===== src/rtl/fpba_pkg.sv =====
package fpba_pkg;

    localparam int MAX_BLOCKS = 16;
    localparam int SIZE_BITS  = 16;
    localparam int IDX_BITS   = (MAX_BLOCKS > 2) ? $clog2(MAX_BLOCKS) : 1;
    // wide enough for the saturated block count and the 5-bit register
    localparam int CNT_BITS   = (IDX_BITS + 1 > 5) ? IDX_BITS + 1 : 5;

    // cycles from an accepted allocate to the edge that takes its result
    localparam int ALLOC_DELAY = MAX_BLOCKS + 2;

    localparam logic [1:0] POLICY_FIRST = 2'd0;
    localparam logic [1:0] POLICY_BEST  = 2'd1;
    localparam logic [1:0] POLICY_WORST = 2'd2;

    localparam logic REG_FIT_POLICY  = 1'b0;
    localparam logic REG_BLOCK_COUNT = 1'b1;

    localparam logic MODE_LOAD  = 1'b0;
    localparam logic MODE_ALLOC = 1'b1;

    localparam logic [4:0] BLOCK_COUNT_RESET = 5'd16;

    typedef struct packed {
        logic                 valid;
        logic [SIZE_BITS-1:0] amount;
        logic                 found;
        logic [IDX_BITS-1:0]  pick;
        logic [SIZE_BITS-1:0] pick_val;
    } t_probe;

    typedef struct packed {
        logic                 en;
        logic [IDX_BITS-1:0]  idx;
        logic [SIZE_BITS-1:0] val;
    } t_write;

    typedef struct packed {
        logic [1:0] policy;
        logic [4:0] count;
    } t_cfg;

endpackage


===== src/rtl/fit_policy_block_allocator.sv =====
// channel   | direction | handshake                 | payload
// ----------+-----------+---------------------------+-------------------------------------
// command   | in        | start, busy               | i_mode, i_block_index, i_amount
// result    | out       | o_done (one-cycle strobe) | o_granted, o_chosen_block, o_size_left
// config    | in/out    | psel, penable, pwrite     | paddr, pwdata, prdata, pready
//
// a load writes its entry at accept, and the result strobes in the cycle after.
// an allocate sends a search probe that walks the cell row one cell per cycle, then
// the chosen cell is written back as the result is registered.
// reset is synchronous, active low, and clears every table entry at once.
// busy is high only while an allocate is in the row; the receiver cannot stall results.
module fit_policy_block_allocator (
    input  logic        i_clk,
    input  logic        i_rst_n,
    input  logic        start,
    output logic        busy,
    input  logic        i_mode,
    input  logic [3:0]  i_block_index,
    input  logic [15:0] i_amount,
    output logic        o_done,
    output logic        o_granted,
    output logic [3:0]  o_chosen_block,
    output logic [15:0] o_size_left,
    input  logic        psel,
    input  logic        penable,
    input  logic        pwrite,
    input  logic [2:0]  paddr,
    input  logic [31:0] pwdata,
    output logic [31:0] prdata,
    output logic        pready
);

    fpba_pkg::t_cfg                  w_cfg;
    fpba_pkg::t_probe                w_probe [fpba_pkg::MAX_BLOCKS+1];
    fpba_pkg::t_probe                r_inject;
    fpba_pkg::t_probe                w_end;
    fpba_pkg::t_write                w_wr;
    logic [fpba_pkg::CNT_BITS-1:0]   w_count;
    logic [fpba_pkg::SIZE_BITS-1:0]  w_amt;
    logic [fpba_pkg::SIZE_BITS-1:0]  w_left_val;
    logic                            w_accept;
    logic                            w_in_range;
    logic                            r_busy;
    logic                            r_done;
    logic                            r_granted;
    logic [3:0]                      r_chosen;
    logic [15:0]                     r_left;

    fpba_cfg u_cfg (
        .i_clk   (i_clk),
        .i_rst_n (i_rst_n),
        .psel    (psel),
        .penable (penable),
        .pwrite  (pwrite),
        .paddr   (paddr),
        .pwdata  (pwdata),
        .prdata  (prdata),
        .pready  (pready),
        .o_cfg   (w_cfg)
    );

    assign w_count = (int'(w_cfg.count) > fpba_pkg::MAX_BLOCKS) ?
                     fpba_pkg::CNT_BITS'(fpba_pkg::MAX_BLOCKS) :
                     fpba_pkg::CNT_BITS'(w_cfg.count);

    assign w_probe[0] = r_inject;

    for (genvar k = 0; k < fpba_pkg::MAX_BLOCKS; k++) begin : g_cell
        fpba_cell u_cell (
            .i_clk    (i_clk),
            .i_rst_n  (i_rst_n),
            .i_index  (fpba_pkg::IDX_BITS'(k)),
            .i_count  (w_count),
            .i_policy (w_cfg.policy),
            .i_probe  (w_probe[k]),
            .i_wr     (w_wr),
            .o_probe  (w_probe[k+1])
        );
    end

    assign w_end      = w_probe[fpba_pkg::MAX_BLOCKS];
    assign w_accept   = start && !r_busy;
    assign w_amt      = fpba_pkg::SIZE_BITS'(i_amount);
    assign w_in_range = int'(i_block_index) < fpba_pkg::MAX_BLOCKS;
    assign w_left_val = w_end.pick_val - w_end.amount;

    // loads write at accept; allocates write back when the probe leaves the row
    always_comb begin
        w_wr = '0;
        if (w_accept && (i_mode == fpba_pkg::MODE_LOAD) && w_in_range) begin
            w_wr.en  = 1'b1;
            w_wr.idx = fpba_pkg::IDX_BITS'(i_block_index);
            w_wr.val = w_amt;
        end else if (w_end.valid && w_end.found) begin
            w_wr.en  = 1'b1;
            w_wr.idx = w_end.pick;
            w_wr.val = w_left_val;
        end
    end

    always_ff @(posedge i_clk) begin
        if (!i_rst_n) begin
            r_busy         <= 1'b0;
            r_done         <= 1'b0;
            r_inject.valid <= 1'b0;
        end else begin
            r_done         <= 1'b0;
            r_inject.valid <= 1'b0;
            if (w_accept) begin
                if (i_mode == fpba_pkg::MODE_LOAD) begin
                    r_done    <= 1'b1;
                    r_granted <= 1'b0;
                    r_chosen  <= i_block_index;
                    r_left    <= w_in_range ? 16'(w_amt) : 16'd0;
                end else begin
                    r_busy            <= 1'b1;
                    r_inject.valid    <= 1'b1;
                    r_inject.amount   <= w_amt;
                    r_inject.found    <= 1'b0;
                    r_inject.pick     <= '0;
                    r_inject.pick_val <= '0;
                end
            end
            if (w_end.valid) begin
                r_busy    <= 1'b0;
                r_done    <= 1'b1;
                r_granted <= w_end.found;
                r_chosen  <= w_end.found ? 4'(w_end.pick) : 4'd0;
                r_left    <= w_end.found ? 16'(w_left_val) : 16'd0;
            end
        end
    end

    assign busy           = r_busy;
    assign o_done         = r_done;
    assign o_granted      = r_granted;
    assign o_chosen_block = r_chosen;
    assign o_size_left    = r_left;

    a_load_result: assert property (@(posedge i_clk) disable iff (!i_rst_n)
        (start && !busy && (i_mode == fpba_pkg::MODE_LOAD)) |=> (o_done && !o_granted))
        else $error("load transaction did not report on the next cycle");

    a_alloc_result: assert property (@(posedge i_clk) disable iff (!i_rst_n)
        (start && !busy && (i_mode == fpba_pkg::MODE_ALLOC))
            |-> ##(fpba_pkg::ALLOC_DELAY) (o_done && $fell(busy)))
        else $error("allocate transaction result not seen after the cell row");

    a_busy_release: assert property (@(posedge i_clk) disable iff (!i_rst_n)
        w_end.valid |-> r_busy)
        else $error("search probe left the row while idle");

endmodule


===== src/rtl/fpba_cell.sv =====
module fpba_cell (
    input  logic                               i_clk,
    input  logic                               i_rst_n,
    input  logic [fpba_pkg::IDX_BITS-1:0]      i_index,
    input  logic [fpba_pkg::CNT_BITS-1:0]      i_count,
    input  logic [1:0]                         i_policy,
    input  fpba_pkg::t_probe                   i_probe,
    input  fpba_pkg::t_write                   i_wr,
    output fpba_pkg::t_probe                   o_probe
);

    logic [fpba_pkg::SIZE_BITS-1:0] r_free;
    fpba_pkg::t_probe               r_probe;
    fpba_pkg::t_probe               n_probe;
    logic                           w_active;
    logic                           w_fits;
    logic                           w_better;
    logic                           w_take;

    always_comb begin
        w_active = fpba_pkg::CNT_BITS'(i_index) < i_count;
        w_fits   = i_probe.valid && w_active && (r_free >= i_probe.amount);
        w_better = ((i_policy == fpba_pkg::POLICY_BEST)  && (r_free < i_probe.pick_val)) ||
                   ((i_policy == fpba_pkg::POLICY_WORST) && (r_free > i_probe.pick_val));
        // first fit never replaces a pick once one is found
        w_take   = w_fits && (!i_probe.found || w_better);
        n_probe  = i_probe;
        n_probe.found = i_probe.found | w_fits;
        if (w_take) begin
            n_probe.pick     = i_index;
            n_probe.pick_val = r_free;
        end
    end

    always_ff @(posedge i_clk) begin
        if (!i_rst_n) begin
            r_free        <= '0;
            r_probe.valid <= 1'b0;
        end else begin
            r_probe <= n_probe;
            if (i_wr.en && (i_wr.idx == i_index)) begin
                r_free <= i_wr.val;
            end
        end
    end

    assign o_probe = r_probe;

endmodule


===== src/rtl/fpba_cfg.sv =====
module fpba_cfg (
    input  logic              i_clk,
    input  logic              i_rst_n,
    input  logic              psel,
    input  logic              penable,
    input  logic              pwrite,
    input  logic [2:0]        paddr,
    input  logic [31:0]       pwdata,
    output logic [31:0]       prdata,
    output logic              pready,
    output fpba_pkg::t_cfg    o_cfg
);

    logic [1:0] r_policy;
    logic [4:0] r_count;
    logic       w_wr;

    assign pready = 1'b1;
    assign w_wr   = psel && penable && pwrite;

    always_ff @(posedge i_clk) begin
        if (!i_rst_n) begin
            r_policy <= fpba_pkg::POLICY_FIRST;
            r_count  <= fpba_pkg::BLOCK_COUNT_RESET;
        end else if (w_wr) begin
            case (paddr[2])
                fpba_pkg::REG_FIT_POLICY:  r_policy <= pwdata[1:0];
                fpba_pkg::REG_BLOCK_COUNT: r_count  <= pwdata[4:0];
                default: ;
            endcase
        end
    end

    always_comb begin
        case (paddr[2])
            fpba_pkg::REG_FIT_POLICY:  prdata = {30'd0, r_policy};
            fpba_pkg::REG_BLOCK_COUNT: prdata = {27'd0, r_count};
            default:                   prdata = '0;
        endcase
    end

    assign o_cfg.policy = r_policy;
    assign o_cfg.count  = r_count;

endmodule


===== config.mk =====
export PLATFORM = sky130hd
export DESIGN_NAME = fit_policy_block_allocator
export DESIGN_NICKNAME = d
export VERILOG_FILES = /design/src/rtl/fpba_pkg.sv /design/src/rtl/fit_policy_block_allocator.sv /design/src/rtl/fpba_cell.sv /design/src/rtl/fpba_cfg.sv
export SDC_FILE = /design/constraint.sdc
export NUM_CORES = 2
export LEC_CHECK = 0
export BUFFER_PORTS_ARGS = -buffer_cell sky130_fd_sc_hd__buf_4
export CAP_MARGIN = 20
export CORE_MARGIN = 2
export CORE_UTILIZATION = 30
export CTS_BUF_LIST = sky130_fd_sc_hd__clkbuf_4
export DETAILED_ROUTE_END_ITERATION = 16
export PLACE_DENSITY_LB_ADDON = 0.25
export SLEW_MARGIN = 20
export SYNTH_ARGS = -nofsm -noshare
export SYNTH_HDL_FRONTEND = slang
export SYNTH_SLANG_ARGS = --single-unit

===== constraint.sdc =====
create_clock -name i_clk -period 5.7 [get_ports i_clk]
set_input_delay 0.285 -clock i_clk [delete_from_list [all_inputs] [get_ports i_clk]]
set_output_delay 0.285 -clock i_clk [all_outputs]
set_load 0.1 [all_outputs]

==> out/metrics.cfg <==
[route]
drcViolationCount = 0
vias = 43300
drt_wl_total_um = 169000
drtIter0Drc = 3537
ant_nets = 0
dr.pass1.iters = 6
wire_per_inst_um = 20.2
viasPerCell = 5.15

[cells_and_area]
drive_gt1_share_pct = 11.5
fin_nets = 6412
fill_cells = 18100
finalInstanceArea_um2 = 60600
final_util_pct = 34.3
layout_common_cells = nor2_1 (657), edfxtp_1 (614), inv_1 (546)
multi_input_area_um2 = 26100
area_growth_syn_to_layout_pct = 13.5
final_common_cell = nor2_1
seq_area_um2 = 24100

[synth]
yosysWarningCount = 0
synth.distinct_cells = 88
yosys_most_used_dff = edfxtp_1
synth_edf_count = 614
ys_seq_area_share_pct = 45.1
ys_ff_latch = 896
synth_top_area_share_pct = 34.6
syn_area_um2 = 53300
synthArstFlopShare_pct = 0
syn_avg_cell_area_um2 = 9.40
syn_inst = 5674
synthTopCellsByArea = edfxtp_1 (35%), ha_1 (12%), dfxtp_1 (11%)
synth_largest_area_cell = edfxtp_1

[die]
fp-row-count = 154
start_util_pct = 30.2
die_area_um2 = 181000
die_w_um = 426
die_y_um = 426
ios = 118
core_um2 = 176000

[clock_tree]
clkTransAtPathRegs_ns = 0.07
cts_buffer_depth = 3
h-tree-depth = 4
cts_tree = done
cts_resized = 0
clk_latency_ns = 1.21
numCtsBuffers = 236
cts_root_buf = clkbuf_4
clkSinkCount = 896

[setup_path]
start_kind = flip-flop
end_kind = flip-flop
required_ns = 6.58
arrival_ns = 4.33
critPathKind = flip-flop to flip-flop
path_max_fanout = 18

[placement]
dpl.hpwl_um = 118000
gp_congestion = 0.870
place_area_um2 = 56400
numPortBuffers = 60

[timing]
finalSetupViolations = 0
max_freq_mhz = 289
worstMarginPinSlew_ns = 1.23
fin_hold_ws_ns = 0.152
slew_headroom_pct = 18.1
period_minus_slack_ns = 3.46
slew_violations = 0
hold_violations = 0
rsz0062_at_grt = no
period_share_pct = 60.6
tns_ns = 0
fin_skew_ns = 0.0989

[status]
status = completed

[flow_run]
drv_cap = 0

[global_route]
grt_overflow = 0
antenna_found_initial = 8
grt_max_degree = 192
grt_pass1_wl_um = 255000
grt_pass1_vias = 41000
grt_usage_pct = 18.3

[pwr]
ir_drop_mv = 0.227
leakagePower_nw = 27.6
pwr_density_cell_nw_per_um2 = 246

[worst_hold_path]
hp-class = input pin to flip-flop

## flip-flops by register name (all words and copies together), names as in the netlist
name and flops:
busy 1, g_cell.u_cell.o_probe 593, g_cell.u_cell.r_free 256, o_chosen_block 4
o_done 1, o_granted 1, o_size_left 16, r_inject 17
u_cfg.r_count 5, u_cfg.r_policy 2
## metrics by stage
stage	worst slack, ns	cells	power (mW)
CTS	2.15	8384	15.1
floorplan	2.65	5700	8.40
global route	2.04	8396	15.7
global placement	1.99	7859	8.89
finish	2.24	8396	14.9
detailed placement	2.20	7859	8.93
## cells in the mapped netlist, types with 65 or more instances
cell,number
dfxtp_1,282
o21ai_0,512
o211ai_1,237
mux2i_1,255
ha_1,511
a21oi_1,384
edfxtp_1,614
inv_1,546
a211oi_1,108
clkbuf_1,226
nand3_1,286
nand2_1,422
nor2_1,658
buf_2,65
## repair_timing
item	4_1_cts	5_1_grt
setup endpoints to repair	0	0
buffers inserted	0	0
hold buffers	75	0
hold endpoints to repair	543	0
## path summary, 6_finish.rpt
path / start / to / slack, ns / depth (start not counted)
worst max-delay path: g_cell[3].u_cell.r_free[7] / g_cell[3].u_cell.o_probe[5] / 2.24 / 8
worst min register to register: g_cell[2].u_cell.o_probe[23] / g_cell[3].u_cell.o_probe[23] / 0.42 / 0
worst max register to register: g_cell[3].u_cell.r_free[7] / g_cell[3].u_cell.o_probe[5] / 2.24 / 8
worst min-delay path: i_amount[13] / o_size_left[13] / 0.15 / 4
## worst max-delay path, stage by stage (launching register included)
cell	delay, ns
dfxtp_1	0.47
ha_1	0.31
a21oi_1	0.16
o21ai_0	0.11
a221o_1	0.34
a211oi_2	0.19
buf_4	0.34
mux2i_2	0.90
o211ai_1	0.30
## per-layer routing
metal / up-vias / track usage (%) / wire [µm]
met4: 0 / 6.33 / 5210
met1: 20900 / 24.8 / 77000
met5: - / 0 / 0
met2: 1224 / 29.8 / 79300
met3: 270 / 2.62 / 7880
li1: 20800 / - / -
## layout make-up
type	count	share of cell area [%]
Timing Repair Buffer	248	3.49
Sequential cell	896	39.8
Multi-Input combinational cell	3909	43.1
Clock buffer	374	4.64
Tap cell	2340	4.83
Inverter	547	3.39
Clock inverter	76	0.797
Antenna cell	6	0.0248
## where the power goes
group	switching, mW	leakage [nW]	total, mW	internal, mW
clock	2.87	1.95	6.09	3.21
combinational	0.918	17.6	1.37	0.448
sequential	0.244	8.05	7.47	7.22
total	4.03	27.6	14.9	10.9
## logic make-up after synthesis
| family | count (synthesis) | share of synthesized area, % |
|---|---|---|
| compound gates | 1513 | 17.8 |
| mux | 265 | 5.10 |
| fa+ha+maj | 512 | 12.0 |
| xor+xnor | 9 | 0.148 |
| other cells | 2 | 0.0141 |
| simple gates | 1582 | 13.0 |
| buf+inv | 895 | 6.84 |
| flops | 896 | 45.1 |
Note: power is estimated with default switching activity, not from simulation.
